===== src/rtl/core/bsrgb_pkg.sv =====
// Package of the brightness-scaled pixel block: word types, stage enables,
// register indexes and default fraction width. No dependencies.
package bsrgb_pkg;

	localparam int FRAC_BITS_DEF = 16;
	localparam int CFG_INDEX_W   = 2;
	localparam int CFG_DATA_W    = 32;

	typedef enum logic [CFG_INDEX_W-1:0] {
		REG_COLOR_LEVELS = 2'd0,
		REG_Y_MIN        = 2'd1,
		REG_Y_SCALE      = 2'd2
	} cfg_reg_t;

	typedef struct packed {
		logic signed [19:0] red_frac;
		logic signed [19:0] green_frac;
		logic signed [19:0] blue_frac;
		logic signed [31:0] luminance;
	} pixel_in_t;

	typedef struct packed {
		logic [7:0] red_out;
		logic [7:0] green_out;
		logic [7:0] blue_out;
	} pixel_out_t;

	typedef struct packed {
		logic s1;
		logic s2;
		logic s3;
		logic s4;
	} pipe_en_t;

endpackage


===== src/rtl/core/bsrgb_chan.sv =====
// One colour channel of the pixel pipeline: level product, clamp, delay,
// brightness product. Depends on bsrgb_pkg for the stage enable struct and default fraction width.
module bsrgb_chan #(
	parameter int FRAC_BITS = bsrgb_pkg::FRAC_BITS_DEF
) (
	input  logic                 clk,
	input  bsrgb_pkg::pipe_en_t  en,
	input  logic signed [19:0]   frac,
	input  logic [7:0]           levels,
	input  logic [FRAC_BITS:0]   bright_s3,
	output logic [7:0]           level_out_s4
);

	logic signed [28:0]          prod_s1;
	logic signed [28:0]          quot;
	logic [7:0]                  level_c;
	logic [7:0]                  level_s2;
	logic [7:0]                  level_s3;
	logic [FRAC_BITS+8:0]        scaled;

	always_comb begin
		quot = prod_s1 >>> FRAC_BITS;
		if (prod_s1 <= 29'sd0) begin
			level_c = 8'd0;
		end else if (quot > $signed({21'd0, levels})) begin
			level_c = levels;
		end else begin
			level_c = quot[7:0];
		end
	end

	assign scaled = {8'd0, bright_s3} * {{(FRAC_BITS+1){1'b0}}, level_s3};

	always_ff @(posedge clk) begin
		if (en.s1) begin
			prod_s1 <= $signed({1'b0, levels}) * frac;
		end
		if (en.s2) begin
			level_s2 <= level_c;
		end
		if (en.s3) begin
			level_s3 <= level_s2;
		end
		if (en.s4) begin
			level_out_s4 <= scaled[FRAC_BITS+7:FRAC_BITS];
		end
	end

endmodule


===== src/rtl/core/brightness_scaled_rgb_pixel.sv =====
// Top level of the brightness-scaled pixel block: configuration registers,
// luminance path, stage valids. Depends on bsrgb_pkg and bsrgb_chan.
//
// Pixels enter on in_valid/in_ready as one pixel_in_t word and leave on
// out_valid/out_ready as one pixel_out_t word, one result word per pixel,
// in order. Alpha is always opaque and not carried.
// Four register stages: level products and luminance difference, level
// clamp and luminance times scale, brightness clamp, brightness times level
// into the output register. A word moves through the stage registers s1 to s4
// in order and out_valid follows valid_s4; one pixel is taken every
// cycle while the receiver keeps up.
// The 33 by 24 bit luminance product sets the depth of the second stage.
// When out_ready is low the stages fill up and hold; in_ready falls only
// once every stage holds a word, so nothing is lost or repeated.
// Registers are written through cfg_we/cfg_index/cfg_data, with no wait;
// write them only while the pipeline is empty. Index 3 is ignored.
// Reset empties the pipeline and loads color_levels 255, y_min 0 and
// y_scale 65536.
module brightness_scaled_rgb_pixel #(
	parameter int FRAC_BITS = bsrgb_pkg::FRAC_BITS_DEF
) (
	input  logic                                clk,
	input  logic                                arst_n,
	input  logic                                cfg_we,
	input  logic [bsrgb_pkg::CFG_INDEX_W-1:0]   cfg_index,
	input  logic [bsrgb_pkg::CFG_DATA_W-1:0]    cfg_data,
	input  logic                                in_valid,
	output logic                                in_ready,
	input  bsrgb_pkg::pixel_in_t                in_data,
	output logic                                out_valid,
	input  logic                                out_ready,
	output bsrgb_pkg::pixel_out_t               out_data
);

	localparam logic signed [56:0] P_ONE = 57'sd1 <<< (2 * FRAC_BITS);
	localparam logic [FRAC_BITS:0] B_ONE = (FRAC_BITS+1)'(1) << FRAC_BITS;

	logic [7:0]              color_levels_q;
	logic signed [31:0]      y_min_q;
	logic signed [23:0]      y_scale_q;

	bsrgb_pkg::pipe_en_t     en;
	logic                    valid_s1;
	logic                    valid_s2;
	logic                    valid_s3;
	logic                    valid_s4;

	logic signed [32:0]      diff_s1;
	logic signed [56:0]      p_s2;
	logic [FRAC_BITS:0]      bright_c;
	logic [FRAC_BITS:0]      bright_s3;

	always_ff @(posedge clk or negedge arst_n) begin
		if (!arst_n) begin
			color_levels_q <= 8'd255;
			y_min_q        <= 32'sd0;
			y_scale_q      <= 24'sd65536;
		end else if (cfg_we) begin
			case (cfg_index)
				bsrgb_pkg::REG_COLOR_LEVELS: color_levels_q <= cfg_data[7:0];
				bsrgb_pkg::REG_Y_MIN:        y_min_q        <= cfg_data[31:0];
				bsrgb_pkg::REG_Y_SCALE:      y_scale_q      <= cfg_data[23:0];
				default: ;
			endcase
		end
	end

	always_comb begin
		en.s4 = !valid_s4 || out_ready;
		en.s3 = !valid_s3 || en.s4;
		en.s2 = !valid_s2 || en.s3;
		en.s1 = !valid_s1 || en.s2;
	end

	assign in_ready  = en.s1;
	assign out_valid = valid_s4;

	always_ff @(posedge clk or negedge arst_n) begin
		if (!arst_n) begin
			valid_s1 <= 1'b0;
			valid_s2 <= 1'b0;
			valid_s3 <= 1'b0;
			valid_s4 <= 1'b0;
		end else begin
			if (en.s1) valid_s1 <= in_valid;
			if (en.s2) valid_s2 <= valid_s1;
			if (en.s3) valid_s3 <= valid_s2;
			if (en.s4) valid_s4 <= valid_s3;
		end
	end

	always_comb begin
		if (p_s2 <= 57'sd0) begin
			bright_c = '0;
		end else if (p_s2 >= P_ONE) begin
			bright_c = B_ONE;
		end else begin
			bright_c = p_s2[2*FRAC_BITS:FRAC_BITS];
		end
	end

	always_ff @(posedge clk) begin
		if (en.s1) begin
			diff_s1 <= {in_data.luminance[31], in_data.luminance} - {y_min_q[31], y_min_q};
		end
		if (en.s2) begin
			p_s2 <= diff_s1 * y_scale_q;
		end
		if (en.s3) begin
			bright_s3 <= bright_c;
		end
	end

	bsrgb_chan #(.FRAC_BITS(FRAC_BITS)) u_red (
		.clk          (clk),
		.en           (en),
		.frac         (in_data.red_frac),
		.levels       (color_levels_q),
		.bright_s3    (bright_s3),
		.level_out_s4 (out_data.red_out)
	);

	bsrgb_chan #(.FRAC_BITS(FRAC_BITS)) u_green (
		.clk          (clk),
		.en           (en),
		.frac         (in_data.green_frac),
		.levels       (color_levels_q),
		.bright_s3    (bright_s3),
		.level_out_s4 (out_data.green_out)
	);

	bsrgb_chan #(.FRAC_BITS(FRAC_BITS)) u_blue (
		.clk          (clk),
		.en           (en),
		.frac         (in_data.blue_frac),
		.levels       (color_levels_q),
		.bright_s3    (bright_s3),
		.level_out_s4 (out_data.blue_out)
	);

endmodule


===== config.mk =====
export PLATFORM = sky130hd
export DESIGN_NAME = brightness_scaled_rgb_pixel
export DESIGN_NICKNAME = d
export VERILOG_FILES = /design/src/rtl/core/bsrgb_pkg.sv /design/src/rtl/core/bsrgb_chan.sv /design/src/rtl/core/brightness_scaled_rgb_pixel.sv
export SDC_FILE = /design/constraint.sdc
export NUM_CORES = 2
export LEC_CHECK = 0
export BUFFER_PORTS_ARGS = -buffer_cell sky130_fd_sc_hd__buf_2
export CAP_MARGIN = 20
export CORE_MARGIN = 1.5
export CORE_UTILIZATION = 50
export DETAILED_ROUTE_END_ITERATION = 10
export GPL_TIMING_DRIVEN = 0
export HOLD_SLACK_MARGIN = 0.1
export PLACE_DENSITY = 0.69
export SYNTH_ARGS = -nofsm -noshare
export SYNTH_HDL_FRONTEND = slang
export SYNTH_SLANG_ARGS = --single-unit

===== constraint.sdc =====
create_clock -name clk -period 7.2 [get_ports clk]
set_input_delay 0.36 -clock clk [delete_from_list [all_inputs] [get_ports clk]]
set_output_delay 0.36 -clock clk [all_outputs]
set_load 0.01 [all_outputs]

==> results.md <==
Outcome:
- The flow ran to the end, but the final reports show violations.
- The checks that failed: negative setup slack.

Critical path:
- The peak fanout along the critical path is 10.
- The endpoint identified for the worst register-to-register timing path is p_s2[54]$_DFFE_PP_.
- The critical path endpoint category is a flip-flop.
- The worst setup path startpoint is y_scale_q[18]$_DFFE_PN0P_.
- At the worst endpoint, the arrival time is 7.87 ns.
- Among all stages on the critical path, the largest delay is contributed by sky130_fd_sc_hd__dfrtp_2.
- Walking the worst path, the cells encountered are clkbuf_2 -> nand2_1 -> fa_1 -> inv_1 -> fa_1 -> fa_1 -> fa_1 -> fa_1 -> fa_1 -> inv_1 -> fa_1 -> inv_1 -> ha_1 -> nand3_1 -> nor3_4 -> and3_4 -> and4_2 -> a2111oi_4 -> buf_4 -> o31ai_4 -> a21o_1 -> a21oi_2 -> xnor2_1.
- The stage delay of the slowest cell on the critical path is 0.60 ns.
- The critical register-to-register path startpoint is y_scale_q[18]$_DFFE_PN0P_.
- The number of cells on the worst reg-to-reg path is 23.
- The critical path is of the reg -> reg type.
- The required time at the worst-slack endpoint is 7.57 ns.
- STA classifies the critical path startpoint as a flip-flop.
- The cell that appears most often on the critical path is sky130_fd_sc_hd__fa_1.
- The worst register-to-register path has a setup slack of -0.30 ns.

Min path:
- The startpoint identified for the worst hold timing path is cfg_index[1].
- For hold timing, the worst endpoint is color_levels_q[2]$_DFFE_PN1P_.
- The worst hold path was traced through 4 stages.
- The path class of the lowest-slack min-delay path is in -> reg.

Synth:
- The share of synthesized flip-flops with an asynchronous set or reset is 20.4%.
- The cell area that synthesis handed to floorplanning was 68,500 um^2.
- The cell count after synthesis is 7,048.
- The share of the synthesized area in the top cell type is 42.3%.
- The dominant synthesized flop cell is sky130_fd_sc_hd__edfxtp_1.
- sky130_fd_sc_hd__fa_1 takes more of the synthesized area than any other cell.
- The average instance in the mapped netlist occupies 9.73 um^2.
- Yosys printed 0 warnings.
- The distinct cell type count of the synthesized netlist is 76.
- The flop and latch count out of synthesis is 334.
- The post-synthesis net count is 9,129.
- The number of enable flip-flop cells after synthesis is 266.
- By area the synthesized netlist is led by sky130_fd_sc_hd__fa_1 (42%), sky130_fd_sc_hd__edfxtp_1 (12%), sky130_fd_sc_hd__ha_1 (9.2%), sky130_fd_sc_hd__inv_1 (8.6%), sky130_fd_sc_hd__and2_1 (8.1%).
- The proportion of synthesized chip area in sequential cells is 14.2%.

STA:
- The number of pins with negative max-slew slack in the final report is 0.
- Once routing completed, OpenROAD measured the worst setup slack at -0.296 ns.
- Setup total negative slack on the finished layout was measured at -1.53 ns.
- Setup repair after global routing could not meet its margin everywhere.
- At the pin with the least slew margin, the transition time is 1.03 ns.
- The max-slew headroom at the worst pin is 31.2%.
- The hold violation total from the final report is 0.
- Setup violations remaining at the end of the flow were counted as 13.
- The clock skew after layout is 0.0393 ns.
- Based on the critical path, the design can be clocked at up to 133 MHz.
- The post-route fraction of the period consumed by the critical path is 104%.
- The clock period minus final worst setup slack is 7.50 ns.

Flow run:
- The max-capacitance violation count is 0.

GRT:
- The first-pass GRT wire length is 311 mm.
- Entering global routing, the biggest net connects 61 pins.
- The overall routing resource usage is 29.3%.
- The number of global-route vias before repair is 54,419.
- Global routing finished with a remaining overflow of 0.
- The number of antenna violations at the first check in global routing is 26.

CTS:
- The number of buffers inserted during clock tree synthesis is 40.
- The H-tree depth reported by CTS is 2.
- Clock-pin slew was measured on the worst setup and hold paths at 0.06 ns.
- The tree is rooted in a sky130_fd_sc_hd__clkbuf_16.
- The clock latency on the worst-skew pair is 0.65 ns.
- TritonCTS built the clock tree.
- The buffer levels on the longest clock path is 3.
- CTS saw 334 sinks.

Route:
- The number of DRC violations after detailed routing is 0.
- The routed length on met3 is 17.4 mm.
- The met1 wire length is 77.8 mm.
- In this run, the number of DRC markers left after iteration 0 of detailed routing was 3,754.
- The wire length on met2 is 90.8 mm.
- The routed wire length per instance is 21.3 um.
- The final antenna-violating net count is 0.
- The via count is 50,315.
- The number of vias per cell is 5.43.
- The number of iterations in the first detailed-routing pass is 6.
- The routed wire length is 198 mm.
- The highest layer touched by signal routing is met5.

Die:
- The I/O pin count is 157.
- After floorplanning, the core was sized to cover 136,000 um^2.
- The die height is 373 um.
- The initial standard-cell utilization of the core is 50.5%.
- The horizontal die dimension is 373 um.
- The area of the die is 139,000 um^2.
- The number of cell rows is 135.

Cells and area:
- The layout cell share with drive strength beyond 1 is 11.2%.
- The final design utilization is 56.3%.
- Leaving out fill and tap cells, the most frequent cells in the layout are sky130_fd_sc_hd__inv_1 (1,532), sky130_fd_sc_hd__fa_1 (1,406), sky130_fd_sc_hd__and2_1 (865).
- Compared with the post-synthesis result, the final layout area differs by 11.6%.
- The most common cell after layout, fill and taps aside is sky130_fd_sc_hd__inv_1.
- The final instance area is 76,500 um^2.
- The final layout contains 9,531 nets.

Placed design:
- Input and output buffers added on the ports amount to 156.
- Detailed placement finished with a half-perimeter wire length of 161 mm.
- At the end of routability-driven placement, the weighted congestion stood at 1.03.
- Prior to clock tree synthesis, the placed netlist has a worst setup slack of -2.07 ns.
- The placed instance area is 71,800 um^2.
-- state kept, by name (all words and copies together), names as in the netlist, 8 cells and up --
name	count
y_min_q	32
u_blue.level_s3	8
bright_s3	17
u_green.level_out_s4	8
u_blue.level_out_s4	8
color_levels_q	8
u_green.prod_s1	29
u_blue.prod_s1	29
diff_s1	33
u_green.level_s3	8
u_red.level_s2	8
y_scale_q	24
u_red.level_out_s4	8
u_red.level_s3	8
u_green.level_s2	8
p_s2	57
u_red.prod_s1	29
u_blue.level_s2	8
-- cells in the mapped netlist, types with 33 or more instances --
cell                       count
sky130_fd_sc_hd__inv_1      1564
sky130_fd_sc_hd__fa_1       1448
sky130_fd_sc_hd__and2_1      885
sky130_fd_sc_hd__nand2_1     856
sky130_fd_sc_hd__ha_1        502
sky130_fd_sc_hd__clkbuf_1    279
sky130_fd_sc_hd__edfxtp_1    266
sky130_fd_sc_hd__a21oi_1     167
sky130_fd_sc_hd__xnor2_1     152
sky130_fd_sc_hd__nor2_1      122
sky130_fd_sc_hd__o21ai_0      92
sky130_fd_sc_hd__a21o_1       84
sky130_fd_sc_hd__dfrtp_1      59
sky130_fd_sc_hd__nand3_1      58
sky130_fd_sc_hd__mux2_2       57
sky130_fd_sc_hd__o21a_1       46
sky130_fd_sc_hd__xor2_1       46
sky130_fd_sc_hd__nor4_1       33
-- kinds of logic after synthesis --
group	synth area share, %
simple gates	15.6
buf+inv	10.2
mux	0.936
xor+xnor	2.53
compound gates	5.15
fa+ha+maj	51.5
flops	14.2
-- critical path, delay by kind of cell (launching register included) --
family,cells,cell delay (ns)
buffers and inverters,5,0.75
AOI/OAI and AO/OA,4,0.63
adders and majority gates,8,3.92
and+or+nand+nor,5,1.16
xor gates and xnor gates,1,0.13
DFF,1,0.60
-- area by class of cell --
type,count,area [um^2]
multi-input cells,4859,52600
clock buffers,49,1070
repair buffers,379,2840
clock inverters,24,298
well taps,1781,2230
plain buffers,271,1840
flip-flops and latches,334,9730
inverters,1565,5890
diodes,7,17.5
fillers,11952,59300
-- worst max path at each step --
stage	end	slack, ns
global route	p_s2[56]$_DFFE_PP_	-0.43
finish	p_s2[54]$_DFFE_PP_	-0.30
floorplan	p_s2[54]$_DFFE_PP_	0.04
CTS	p_s2[56]$_DFFE_PP_	-0.30
detailed placement	p_s2[56]$_DFFE_PP_	-2.07
global placement	p_s2[56]$_DFFE_PP_	-2.00
-- through the flow --
stage | cells | hold WS [ns]
2_1_floorplan | 7048 | 0.0644
6_report | 9269 | 0.121
3_5_place_dp | 8996 | 0.205
3_3_place_gp | 8985 | 0.404
5_1_grt | 9263 | 0.117
4_1_cts | 9228 | 0.112
-- layer usage --
metal | vias to the layer above | global-route usage, %
li1 | 22060 | -
met1 | 25681 | 38.0
met2 | 2022 | 47.1
met3 | 524 | 5.63
met4 | 28 | 14.7
met5 | - | 0
-- repair_timing --
item / 4_1_cts / 5_1_grt
setup buffers: 136 / 39
pin swaps: 78 / 70
hold buffers: 36 / 0
endpoints found under the hold margin: 111 / 0
setup endpoints to repair: 39 / 33
resized for setup: 428 / 151
Power is left out: the tool's default activity adds up to more than one toggle a clock period on the data nets, which glitch-free logic cannot reach.
